$ cat src/design/mbp_pkg.sv
// ----------------------------------------------------------------------------
// mbp_pkg
// types and constants shared by the msb-first bit packer
// ----------------------------------------------------------------------------
package mbp_pkg;

   localparam int VALUE_BITS  = 32;
   localparam int WIDTH_BITS  = 6;
   localparam int BYTE_BITS   = 8;
   localparam int STREAM_BITS = 40;   // up to 7 pending bits plus a 32-bit field, five bytes wide
   localparam int COUNT_BITS  = 3;    // zero to five bytes per item
   localparam int POS_BITS    = 3;
   localparam int QUEUE_DEPTH = 2;

   typedef struct packed {
      logic [VALUE_BITS-1:0] field_value;
      logic [WIDTH_BITS-1:0] field_width;
      logic                  flush;
   } req_type;

   typedef struct packed {
      logic [BYTE_BITS-1:0] out_byte;
      logic                 last_of_run;
   } rsp_type;

   // one packed run of bytes, earliest byte in the top bits
   typedef struct packed {
      logic [STREAM_BITS-1:0] bytes;
      logic [COUNT_BITS-1:0]  count;
   } job_type;

   typedef struct packed {
      logic can_push;
      logic has_data;
   } q_status_type;

   function automatic logic [BYTE_BITS-1:0] pick_byte(
      input logic [STREAM_BITS-1:0] bytes,
      input logic [COUNT_BITS-1:0]  idx
   );
      logic [BYTE_BITS-1:0] result;
      case (idx)
         3'd0:    result = bytes[39:32];
         3'd1:    result = bytes[31:24];
         3'd2:    result = bytes[23:16];
         3'd3:    result = bytes[15:8];
         3'd4:    result = bytes[7:0];
         default: result = '0;
      endcase
      return result;
   endfunction

endpackage

$ cat src/design/mbp_front.sv
// ----------------------------------------------------------------------------
// mbp_front
// takes input beats, merges each field into the pending byte, hands full runs on
// ----------------------------------------------------------------------------
module mbp_front #(
   parameter int MAX_FIELD_BITS = 32
) (
   input  logic                  clock,
   input  logic                  reset,
   input  logic                  req_valid,
   input  mbp_pkg::req_type      req_data,
   output logic                  req_stall,
   input  mbp_pkg::q_status_type q_status,
   output logic                  push,
   output mbp_pkg::job_type      push_job
);

   localparam int LIMIT = (MAX_FIELD_BITS < mbp_pkg::VALUE_BITS) ? MAX_FIELD_BITS
                                                                 : mbp_pkg::VALUE_BITS;

   logic [mbp_pkg::BYTE_BITS-1:0]   pending_ff, pending_in;
   logic [mbp_pkg::POS_BITS-1:0]    pos_ff, pos_in;
   logic                            accept;
   logic [mbp_pkg::WIDTH_BITS-1:0]  width_sat;
   logic [mbp_pkg::VALUE_BITS-1:0]  masked;
   logic [mbp_pkg::WIDTH_BITS-1:0]  total;
   logic [mbp_pkg::WIDTH_BITS-1:0]  shift;
   logic [mbp_pkg::STREAM_BITS-1:0] stream;
   logic [mbp_pkg::COUNT_BITS-1:0]  full_bytes;
   logic [mbp_pkg::POS_BITS-1:0]    rem_bits;
   logic                            pad;

   assign req_stall = !q_status.can_push;
   assign accept    = req_valid && !req_stall;

   always_comb begin
      width_sat = (req_data.field_width > mbp_pkg::WIDTH_BITS'(LIMIT))
                  ? mbp_pkg::WIDTH_BITS'(LIMIT) : req_data.field_width;
      // a shift of 32 or more clears the word, so width 32 keeps every bit
      masked = req_data.field_value & ~({mbp_pkg::VALUE_BITS{1'b1}} << width_sat);
      total  = {{(mbp_pkg::WIDTH_BITS-mbp_pkg::POS_BITS){1'b0}}, pos_ff} + width_sat;
      shift  = mbp_pkg::WIDTH_BITS'(mbp_pkg::STREAM_BITS) - total;
      stream = {pending_ff, {mbp_pkg::VALUE_BITS{1'b0}}}
             | ({{(mbp_pkg::STREAM_BITS-mbp_pkg::VALUE_BITS){1'b0}}, masked} << shift);
      full_bytes = total[mbp_pkg::WIDTH_BITS-1:mbp_pkg::POS_BITS];
      rem_bits   = total[mbp_pkg::POS_BITS-1:0];
      pad        = req_data.flush && (rem_bits != '0);
   end

   always_comb begin
      push_job.bytes = stream;
      push_job.count = full_bytes + {{(mbp_pkg::COUNT_BITS-1){1'b0}}, pad};
      push           = accept && (push_job.count != '0);
   end

   always_comb begin
      pending_in = pending_ff;
      pos_in     = pos_ff;
      if (accept) begin
         if (req_data.flush) begin
            pending_in = '0;
            pos_in     = '0;
         end else begin
            // low bits under the stream are already zero
            pending_in = mbp_pkg::pick_byte(stream, full_bytes);
            pos_in     = rem_bits;
         end
      end
   end

   always_ff @(posedge clock) begin
      if (reset) begin
         pending_ff <= '0;
         pos_ff     <= '0;
      end else begin
         pending_ff <= pending_in;
         pos_ff     <= pos_in;
      end
   end

endmodule

$ cat src/design/mbp_queue.sv
// ----------------------------------------------------------------------------
// mbp_queue
// short register queue of byte runs between front and back
// ----------------------------------------------------------------------------
module mbp_queue (
   input  logic                  clock,
   input  logic                  reset,
   input  logic                  push,
   input  mbp_pkg::job_type      push_job,
   input  logic                  pop,
   output mbp_pkg::job_type      head_job,
   output mbp_pkg::q_status_type q_status
);

   localparam int PTR_BITS = (mbp_pkg::QUEUE_DEPTH > 1) ? $clog2(mbp_pkg::QUEUE_DEPTH) : 1;
   localparam int CNT_BITS = $clog2(mbp_pkg::QUEUE_DEPTH + 1);

   mbp_pkg::job_type    entries_ff [mbp_pkg::QUEUE_DEPTH];
   logic [PTR_BITS-1:0] wr_ptr_ff, wr_ptr_in;
   logic [PTR_BITS-1:0] rd_ptr_ff, rd_ptr_in;
   logic [CNT_BITS-1:0] count_ff, count_in;
   logic                do_push, do_pop;

   assign q_status.can_push = (count_ff != CNT_BITS'(mbp_pkg::QUEUE_DEPTH));
   assign q_status.has_data = (count_ff != '0);
   assign head_job          = entries_ff[rd_ptr_ff];
   assign do_push           = push && q_status.can_push;
   assign do_pop            = pop && q_status.has_data;

   always_comb begin
      wr_ptr_in = wr_ptr_ff;
      rd_ptr_in = rd_ptr_ff;
      count_in  = count_ff;
      if (do_push) begin
         wr_ptr_in = (wr_ptr_ff == PTR_BITS'(mbp_pkg::QUEUE_DEPTH - 1)) ? '0
                     : wr_ptr_ff + PTR_BITS'(1);
      end
      if (do_pop) begin
         rd_ptr_in = (rd_ptr_ff == PTR_BITS'(mbp_pkg::QUEUE_DEPTH - 1)) ? '0
                     : rd_ptr_ff + PTR_BITS'(1);
      end
      if (do_push && !do_pop) begin
         count_in = count_ff + CNT_BITS'(1);
      end else if (do_pop && !do_push) begin
         count_in = count_ff - CNT_BITS'(1);
      end
   end

   always_ff @(posedge clock) begin
      if (do_push) begin
         entries_ff[wr_ptr_ff] <= push_job;
      end
   end

   always_ff @(posedge clock) begin
      if (reset) begin
         wr_ptr_ff <= '0;
         rd_ptr_ff <= '0;
         count_ff  <= '0;
      end else begin
         wr_ptr_ff <= wr_ptr_in;
         rd_ptr_ff <= rd_ptr_in;
         count_ff  <= count_in;
      end
   end

endmodule

$ cat src/design/mbp_back.sv
// ----------------------------------------------------------------------------
// mbp_back
// walks the head run byte by byte into the output register
// ----------------------------------------------------------------------------
module mbp_back (
   input  logic                  clock,
   input  logic                  reset,
   input  mbp_pkg::job_type      head_job,
   input  mbp_pkg::q_status_type q_status,
   output logic                  pop,
   output logic                  rsp_valid,
   output mbp_pkg::rsp_type      rsp_data,
   input  logic                  rsp_stall
);

   logic                           rsp_valid_ff, rsp_valid_in;
   mbp_pkg::rsp_type               rsp_ff, rsp_in;
   logic [mbp_pkg::COUNT_BITS-1:0] idx_ff, idx_in;
   logic                           advance;
   logic                           is_last;

   assign advance   = !rsp_valid_ff || !rsp_stall;
   assign is_last   = (idx_ff == head_job.count - mbp_pkg::COUNT_BITS'(1));
   assign pop       = advance && q_status.has_data && is_last;
   assign rsp_valid = rsp_valid_ff;
   assign rsp_data  = rsp_ff;

   always_comb begin
      rsp_valid_in = rsp_valid_ff;
      rsp_in       = rsp_ff;
      idx_in       = idx_ff;
      if (advance) begin
         rsp_valid_in = q_status.has_data;
         if (q_status.has_data) begin
            rsp_in.out_byte    = mbp_pkg::pick_byte(head_job.bytes, idx_ff);
            rsp_in.last_of_run = is_last;
            idx_in             = is_last ? '0 : idx_ff + mbp_pkg::COUNT_BITS'(1);
         end
      end
   end

   always_ff @(posedge clock) begin
      rsp_ff <= rsp_in;
   end

   always_ff @(posedge clock) begin
      if (reset) begin
         rsp_valid_ff <= 1'b0;
         idx_ff       <= '0;
      end else begin
         rsp_valid_ff <= rsp_valid_in;
         idx_ff       <= idx_in;
      end
   end

endmodule

$ cat src/design/msb_first_bit_packer_unit.sv
// ----------------------------------------------------------------------------
// msb_first_bit_packer_unit
// packs variable-width fields into a byte stream, most significant bit first
// ----------------------------------------------------------------------------
//
//   channel | direction | beat carries                          | handshake
//   --------+-----------+---------------------------------------+------------------
//   req_    | in        | field_value, field_width, flush       | valid / stall
//   rsp_    | out       | out_byte, last_of_run                 | valid / stall
//
// an input beat is merged into the pending byte in the cycle it is taken;
// a new beat can be taken every cycle while the run queue has room
// bytes pass the run queue and then the output register, leaving at one per cycle
// while rsp_stall is low; new beats are taken while older runs still drain,
// and an item makes up to five bytes, four sustained for full fields
// reset (synchronous) empties the queue and clears the pending byte and position
// an output stall holds the current byte; req_stall rises only when the queue is full
//
module msb_first_bit_packer_unit #(
   parameter int MAX_FIELD_BITS = 32
) (
   input  logic             clock,
   input  logic             reset,
   input  logic             req_valid,
   input  mbp_pkg::req_type req_data,
   output logic             req_stall,
   output logic             rsp_valid,
   output mbp_pkg::rsp_type rsp_data,
   input  logic             rsp_stall
);

   // front to back plumbing
   logic                  push;
   logic                  pop;
   mbp_pkg::job_type      push_job;
   mbp_pkg::job_type      head_job;
   mbp_pkg::q_status_type q_status;

   // front: width saturation, bit merge, pending byte state
   mbp_front #(
      .MAX_FIELD_BITS(MAX_FIELD_BITS)
   ) u_front (
      .clock     (clock),
      .reset     (reset),
      .req_valid (req_valid),
      .req_data  (req_data),
      .req_stall (req_stall),
      .q_status  (q_status),
      .push      (push),
      .push_job  (push_job)
   );

   // runs of completed bytes, items with no bytes are never queued
   mbp_queue u_queue (
      .clock    (clock),
      .reset    (reset),
      .push     (push),
      .push_job (push_job),
      .pop      (pop),
      .head_job (head_job),
      .q_status (q_status)
   );

   // back: one byte per cycle while rsp_stall is low, last byte of each run flagged
   mbp_back u_back (
      .clock     (clock),
      .reset     (reset),
      .head_job  (head_job),
      .q_status  (q_status),
      .pop       (pop),
      .rsp_valid (rsp_valid),
      .rsp_data  (rsp_data),
      .rsp_stall (rsp_stall)
   );

endmodule

$ cat config.mk
export PLATFORM = sky130hd
export DESIGN_NAME = msb_first_bit_packer_unit
export DESIGN_NICKNAME = d
export VERILOG_FILES = /design/src/design/mbp_pkg.sv /design/src/design/mbp_front.sv /design/src/design/mbp_queue.sv /design/src/design/mbp_back.sv /design/src/design/msb_first_bit_packer_unit.sv
export SDC_FILE = /design/constraint.sdc
export NUM_CORES = 1
export LEC_CHECK = 0
export BUFFER_PORTS_ARGS = -buffer_cell sky130_fd_sc_hd__buf_2
export CAP_MARGIN = 20
export CELL_PAD_IN_SITES_DETAIL_PLACEMENT = 0
export CELL_PAD_IN_SITES_GLOBAL_PLACEMENT = 1
export CORE_UTILIZATION = 29
export DETAILED_ROUTE_END_ITERATION = 7
export GPL_ROUTABILITY_DRIVEN = 0
export GPL_TIMING_DRIVEN = 0
export PLACE_DENSITY_LB_ADDON = 0.1
export SYNTH_ARGS = -nofsm -noshare
export SYNTH_HDL_FRONTEND = slang
export SYNTH_SLANG_ARGS = --single-unit
$ cat constraint.sdc
create_clock -name clock -period 6.8 [get_ports clock]
set_input_delay 0.34 -clock clock [delete_from_list [all_inputs] [get_ports clock]]
set_output_delay 0.34 -clock clock [all_outputs]
set_load 0.1 [all_outputs]
After elaboration in Yosys (flattened, before gate mapping)
Memory sizes are Yosys's and may differ from the RTL's. A register that Yosys moved wholly into a read port is not among the register bits.
Cells that the tools add are included.
{ "totals": {"register_bits": 28, "ramBits": 86, "inputBits": 43, "output_inout_bits": 11, "wordCells": 71, "n_memories": 1} }
{ "classes": {"add_sub_neg": 9, "n_lt_le_gt_ge": 1, "eq_ne": 10, "n_shift": 2, "n_mux": 14, "bitwise": 3, "n_reduce_logical": 22} }
{ "mem_list": {"columns": ["memory", "depth", "word_bits", "rd", "rd_ports_with_merged_regs", "wr", "line_no", "text"], "rows": [
  ["u_queue.entries_ff", 2, 43, 1, 1, 1, "mbp_queue.sv:18", "mbp_pkg::job_type entries_ff [mbp_pkg::QUEUE_DEPTH];"]
]} }
{ "op_table": {"columns": ["op", "count"], "rows": [
  ["8-bit one-hot mux with 5 select lines", 2],
  ["40-bit OR", 1],
  ["32-bit by 6-bit << shifter with 40-bit output", 1],
  ["32-bit bitwise AND", 1],
  ["32-bit NOT", 1],
  ["32-bit by 6-bit << shifter with 32-bit output, first input constant", 1],
  ["3-bit by 2-bit equality test with 1-bit output, second input constant", 4],
  ["1-bit logical AND", 9],
  ["8-bit two-way mux", 1],
  ["3-bit by 6-bit adder with 6-bit output", 1],
  ["3-bit by 1-bit equality test with 1-bit output, second input constant", 2],
  ["3-bit equality test, second input constant", 2],
  ["6-bit > comparator, second input constant", 1],
  ["3-bit logical NOT", 2],
  ["1-bit two-way mux", 6],
  ["3-bit two-way mux", 2],
  ["6-bit two-way mux", 1],
  ["3-bit nonzero test", 2],
  ["6-bit subtractor, first input constant", 1],
  ["1-bit logical NOT", 5],
  ["2-bit two-way mux", 2],
  ["2-bit nonzero test", 2],
  ["3-bit by 1-bit adder with 3-bit output", 1],
  ["3-bit by 1-bit adder with 3-bit output, second input constant", 1],
  ["8 further kinds", 9]
]} }

Logic depth before layout (Yosys ltp)
Gate-level depths: netlist of the first run.
{ "logic_depth": {"ltp_word": 13, "mapped_depth": 20, "ltp_nobuf": 16} }

By module
A second synthesis of the first run with hierarchy kept.
{ "hier_totals": {"hier_cells": 849, "area_unflattened_um2": 8455.6} }
{ "modules_own_cells": {"columns": ["mod", "n_inst", "cells_per_inst", "area_per_inst_um2", "seq_area_each_um2"], "rows": [
  ["mbp_front", 1, 616, 4316.6, 220.2],
  ["mbp_queue", 1, 158, 3321.9, 2682.6],
  ["mbp_back", 1, 75, 817.0, 350.3]
]} }

Least setup slack after synthesis of the first run
Ideal clock, no wire load.
{ "synth_path": {"path_kind": "input -> register", "start": "input port req_data[6] (netlist bit)", "end": "memory u_queue.entries_ff[0][0] (netlist bit), enable pin", "setup_time_ps": 497, "arrival_ps": 5758, "t_required_ps": 6303, "setup_slack_ps": 545, "path_stages": 14, "n_path_buf": 4, "path_cell_list": "buf_4 > buf_2 > buf_2 > buf_2 > nor2b_1 > fa_1 > xnor2_1 > ha_1 > nor2b_1 > ha_1 > ha_1 > xnor2_1 > nor3_1 > nor3_1"} }
{ "synth_lines": {"columns": ["item", "line_no", "text"], "rows": [
  ["from (decl)", "msb_first_bit_packer_unit.sv:25", "input mbp_pkg::req_type req_data,"],
  ["to (decl)", "mbp_queue.sv:18", null]
]} }

==> results.ini, run 1 <==
[job]
drv_cap = 0

[sta]
worstMarginPinSlew_ns = 1.06
tns_ns = 0
min_period_over_period_pct = 80.2
rsz0062_at_grt = false
setup_viol = 0
relSlewSlack_pct = 28.4
clock_skew_ns = 0.0140
finalHoldViolations = 0
post-route-min-period_ns = 5.45
max_clock_freq_mhz = 183
slew_violations = 0

[global_route]
antenna_found_initial = 0
grt_max_degree = 36
grt.overflow.total = 0
grt_pass1_wl_mm = 43.6
grt_pass1_vias = 6960
grt_usage_pct = 20.3

[logic_synthesis]
synth_warnings = 0
syn-num-nets = 890
synth-seq-area-share_pct = 40.2
synth-edff-count = 95
syn_area_um2 = 8090
synth.ff_latch_count = 115
async_flop_share_pct = 0
ys_types = 93
synth_flop_cell = edfxtp_1
syn_inst = 833
syn_area_per_cell_um2 = 9.71

[floorplan]
start_util_pct = 29.8
io_pins = 54
die_h_um = 169
core_area_um2 = 27200
fp.dieArea_um2 = 28600
die_w_um = 169
rows = 60

[worst_hold_path]
hold_end = u_back.rsp_valid
hp-class = input pin to flop
min_delay_path_depth = 3
hold_start = rsp_stall

[placed_design]
hpwl_mm = 22.5
dpl.cell_count = 1261
portBuffers = 51

[cts]
post_cts_buffers = 0
clk_pin_slew_ns = 0.05
hold_buffers = 0
cts_buffers = 17
clock_sinks = 115
clockRootBuffer = clkbuf_16
clockBufferDepth = 2
clock_latency_ns = 0.41
cts-resized-gates = 0
ctsHtreeMaxLevel = 4
cts_tree = built

[worst_setup_path]
r2r_setup_slack_ns = 1.82
worstReg2RegEnd = u_queue.entries_ff[0][37]
reg2regPathDepth = 15
r2r-start = u_front.pos_ff[0]
worstPathRequired_ns = 6.93
cp-start-kind = input pin
cp_max_fo = 10
end_kind = flop
crit_arrival_ns = 5.58
path_class = input pin to flop

[final_layout]
fillCellCount = 2876
drive_gt1_share_pct = 18.8
antenna_cells = 0
stdcell_count = 1293
area_growth_pct = 17.4
finalNetCount = 965

[drt]
ant_nets = 0
wl_per_cell_um = 22.0
drc_errors = 0
firstDrtPassIters = 7
vias = 6975
routed_wl_mm = 28.5
avgViaCountPerCell = 5.39
first_iter_violations = 492

[pwr]
peakVddDrop_uv = 177
cellPowerDensity_nw_per_um2 = 384
p_leak_nw = 3.51

[outcome]
status = complete, no violations

[how the worst max path moves through the flow]
stage,end,slack [ns],cells after the start,startpoint
after global routing,u_queue.entries_ff[1][37],0.99,19,req_data[6]
after global placement,u_queue.entries_ff[0][27],-2.29,15,req_data[6]
after CTS,u_queue.entries_ff[0][23],1.38,16,req_data[6]
after detailed placement,u_queue.entries_ff[1][23],0.97,16,req_data[6]
after floorplan,u_queue.entries_ff[0][0],0.55,14,req_data[6]
final,u_queue.entries_ff[1][23],1.35,16,req_data[6]
[placed cells by master (no fill, tap or decap), types with 14 or more instances in the layout]
cell type,netlist,routed
a211oi_1,14,14
a21oi_1,44,43
and2_1,16,15
buf_2,15,66
clkbuf_1,36,39
clkbuf_16,0,21
dfxtp_1,20,20
edfxtp_1,95,95
inv_1,17,17
mux2_2,29,29
mux2i_1,60,60
nand2_1,65,65
nand3_1,15,15
nor2_1,77,77
nor2b_1,18,18
nor3_1,17,16
o21ai_0,47,47
[logic make-up (layout without fill, tap and decap cells)]
logic type	Yosys count	after routing	share of synthesized area, %
adder cells (fa/ha/maj)	14	14	2.26
AND/OR/NAND/NOR	257	257	15.9
AO/OA/AOI/OAI	254	254	22.6
multiplexers	91	91	11.9
XOR/XNOR	17	17	2.17
buffers and inverters	85	173	4.95
flip-flops	115	115	40.2
[final cells by class]
class	instances	area [um^2]	area share, %
Buffer	65	323	3.40
Clock buffer	27	578	6.09
Clock inverter	5	31.3	0.329
Inverter	20	77.6	0.817
Multi-Input combinational cell	633	4440	46.8
Sequential cell	115	3250	34.3
Tap cell	372	465	4.90
Timing Repair Buffer	56	324	3.41
[through the flow]
step	utilization, %	power, W	area [um^2]	hold slack, ns	worst slack (ns)
detailed placement	32.7	0.00277	8890	0.474	0.972
finish	34.9	0.00365	9500	0.198	1.35
global placement	32.4	0.00276	8810	0.456	-2.29
floorplan	-	0.00228	8090	0.452	0.545
global route	34.9	0.00384	9500	0.210	0.992
CTS	34.9	0.00367	9500	0.184	1.38
[worst max-delay path, stage by stage]
cell and delay (ns):
buf_2 0.14, buf_4 0.18, buf_2 0.23, buf_2 0.28, buf_2 0.32, nor2b_1 0.14
fa_1 0.42, xnor2_1 0.54, ha_1 0.34, clkbuf_1 0.22, clkinv_1 0.23, buf_1 0.50
nand2_1 0.27, o32ai_1 0.73, nand2_1 0.17, a211oi_1 0.53
[registers in the layout (all words and copies together), names as in the netlist, named ones only]
register,flops
u_front.pos_ff,3
u_front.pending_ff,8
u_back.rsp_valid,1
u_back.idx_ff,3
u_queue.rd_ptr_ff,1
u_back.rsp_data,9
u_queue.entries_ff,86
u_queue.count_ff,2
u_queue.wr_ptr_ff,1
[synthesized netlist by cell type, types with 17 or more instances]
cell type  instances  area share [%]
edfxtp_1          95              35
o21ai_0           47             2.9
nor2_1            77             3.6
nor2b_1           18             1.4
clkbuf_1          36             1.7
a21oi_1           44             2.7
nand2_1           65             3.0
mux2_2            29             4.0
mux2i_1           60             7.4
nor3_1            17             1.1
dfxtp_1           20             5.0
inv_1             17            0.79
[power breakdown]
part           internal [W]  switching (W)
registers           0.00102      0.0000463
logic              0.000531        0.00116
clock network      0.000583       0.000308
[layer usage]
metal,vias to the layer above,wire (um),share of wire (%),global-route usage (%)
met2,197,13700,48,34.8
li1,3349,-,-,-
met3,33,922,3.2,2.20
met4,0,800,2.8,7.40
met1,3396,13100,46,26.4
met5,-,0,0,0
(Power assumes the default switching activity.)
==> inputs of run 2 (changes only) <==
Clock period 6.8 ns to 5.5 ns, I/O delays scaled along.
==> run 2 against run 1 <==
  * Clock skew barely moved
  * Via count fell by 0.53%
  * Worst setup slack got worse by 0.98 ns
  * Non-clock buffer count fell by 1
  * First-iteration DRC count fell by 3.5%
  * Worst hold slack got worse by 0.058 ns
  * Critical path depth rose by 1
  * Largest power group unchanged
==> results.ini, run 2 (synthesis gave the netlist of run 1 again) <==
[sta]
setup_viol = 0  ; unchanged
finalHoldViolations = 0  ; unchanged
min_period_over_period_pct = 93.4
max_clock_freq_mhz = 195
rsz0062_at_grt = false
post-route-min-period_ns = 5.14
clock_skew_ns = 0.0138  ; -0.000212 ns
worstMarginPinSlew_ns = 1.16  ; +0.0923 ns
slew_violations = 0  ; unchanged
relSlewSlack_pct = 22.2  ; -6.2 points

[placed_design]
postPlaceCellArea_um2 = 8910  ; +0.31%
portBuffers = 51  ; unchanged
dpl.cell_count = 1260  ; -0.079%
hpwl_mm = 22.5  ; about the same

[floorplan]
die_h_um = 169  ; unchanged
core_area_um2 = 27200  ; unchanged
die_w_um = 169  ; unchanged
start_util_pct = 29.8  ; unchanged
io_pins = 54  ; unchanged
rows = 60  ; unchanged
fp.dieArea_um2 = 28600  ; unchanged

[worst_setup_path]
reg2regPathDepth = 13  ; -2
crit_arrival_ns = 5.26  ; -0.32 ns
r2r_setup_slack_ns = 0.68  ; -1.14 ns
r2r-start = u_front.pos_ff[0]
worstPathRequired_ns = 5.63  ; -1.30 ns
path_class = input pin to flop
worstReg2RegEnd = u_queue.entries_ff[1][37]
cp-start-kind = input pin
cp_max_fo = 10  ; unchanged
end_kind = flop

[cts]
cts_buffers = 17  ; unchanged
clock_latency_ns = 0.40  ; about the same
post_cts_buffers = 0  ; unchanged
clockBufferDepth = 2  ; unchanged
clk_pin_slew_ns = 0.06  ; about the same
clockRootBuffer = clkbuf_16
clock_sinks = 115  ; unchanged
ctsHtreeMaxLevel = 4  ; unchanged
cts_tree = built

[global_route]
grt_pass1_vias = 6917  ; -0.62%
grt_pass1_wl_mm = 43.9  ; +0.68%
grt_max_degree = 36  ; unchanged
grt_usage_pct = 20.4  ; +0.037 points
grt.overflow.total = 0  ; unchanged
antenna_found_initial = 0  ; unchanged

[final_layout]
drive_gt1_share_pct = 19.2  ; +0.46 points
final_common_cell = edfxtp_1
most-common-layout-cells = edfxtp_1, nor2_1, buf_2
finalNetCount = 964  ; -0.10%
stdcell_count = 1292  ; -0.077%
utilization_pct = 35.1  ; +0.17 points
largest_register = u_queue.entries_ff
fillCellCount = 2886  ; +0.35%
largest_register_ffs = 86  ; unchanged
antenna_cells = 0  ; unchanged
area_growth_pct = 18.0
design_area_um2 = 9540  ; +0.47%

[worst_hold_path]
hold_start = rsp_stall
hold_end = u_back.rsp_valid
hp-class = input pin to flop
min_delay_path_depth = 3  ; unchanged

[drt]
avgViaCountPerCell = 5.37  ; -0.45%
drc_errors = 0  ; unchanged
firstDrtPassIters = 5  ; -2
routed_wl_mm = 28.6  ; +0.36%
ant_nets = 0  ; unchanged
wl_per_cell_um = 22.1  ; +0.44%
first_iter_violations = 475  ; -3.5%
vias = 6938  ; -0.53%

[outcome]
status = complete, no violations

[job]
drv_cap = 0  ; unchanged

[pwr]
p_leak_nw = 3.52  ; +0.21%
cellPowerDensity_nw_per_um2 = 480  ; +25%
peakVddDrop_uv = 191  ; +7.8%

## run 2: worst max-delay path by stage
stage / startpoint / to / slack [ns] / depth (start not counted)
floorplan: req_data[6] / u_queue.entries_ff[0][0] / 0.63 / 14
global placement: req_data[6] / u_queue.entries_ff[0][11] / -1.41 / 15
detailed placement: req_data[6] / u_queue.entries_ff[0][23] / -0.24 / 16
CTS: req_data[6] / u_queue.entries_ff[1][23] / 0.15 / 16
global route: req_data[6] / u_queue.entries_ff[1][37] / 0.09 / 17
finish: req_data[6] / u_queue.entries_ff[1][37] / 0.36 / 17
## run 2: through the flow
| stage | hold WS, ns | power [W] | setup WS (ns) | setup TNS [ns] |
|---|---|---|---|---|
| after global routing | 0.156 | 0.00482 | 0.0901 | 0 |
| after CTS | 0.123 | 0.00460 | 0.147 | 0 |
| after global placement | 0.454 | 0.00341 | -1.41 | -86.46 |
| after detailed placement | 0.475 | 0.00344 | -0.238 | -1.34 |
| after floorplan | 0.420 | 0.00282 | 0.631 | 0 |
| final | 0.140 | 0.00458 | 0.364 | 0 |
## run 2: power by group
part	internal, W	total [W]	switching [W]
Sequential	0.00126	0.00131	0.0000584
Clock	0.000755	0.00115	0.000391
Combinational	0.000672	0.00212	0.00145
## run 2: final cells by class
| type | instances | area [um^2] | area share [%] |
|---|---|---|---|
| plain buffers | 65 | 325 | 3.41 |
| clock buffers | 18 | 429 | 4.50 |
| clock inverters | 14 | 188 | 1.97 |
| inverters | 20 | 77.6 | 0.813 |
| multi-input cells | 633 | 4460 | 46.7 |
| flip-flops and latches | 115 | 3250 | 34.1 |
| well taps | 372 | 465 | 4.88 |
| repair buffers | 55 | 345 | 3.62 |
## run 2: layer usage
metal | vias up | wire length, um | GRT usage [%]
met5 | - | 0 | 0
met4 | 0 | 524 | 6.07
met3 | 22 | 692 | 2.06
met2 | 181 | 13900 | 35.0
met1 | 3391 | 13400 | 27.0
li1 | 3344 | - | -
## run 2: worst max-delay path, stage by stage
cell and delay [ns]:
buf_2 0.14, buf_4 0.18, buf_2 0.24, buf_2 0.29, buf_2 0.31, nor2b_1 0.13
fa_1 0.49, inv_1 0.07, ha_1 0.27, ha_1 0.31, clkbuf_1 0.35, clkbuf_1 0.50
clkbuf_1 0.48, mux2i_1 0.30, a21oi_1 0.16, a22o_1 0.25, o31ai_1 0.48
## run 2: repair_timing
action / in CTS / in global routing
endpoints found under the setup margin: 0 / 15
hold buffers: 0 / 0
resized for setup: 0 / 6
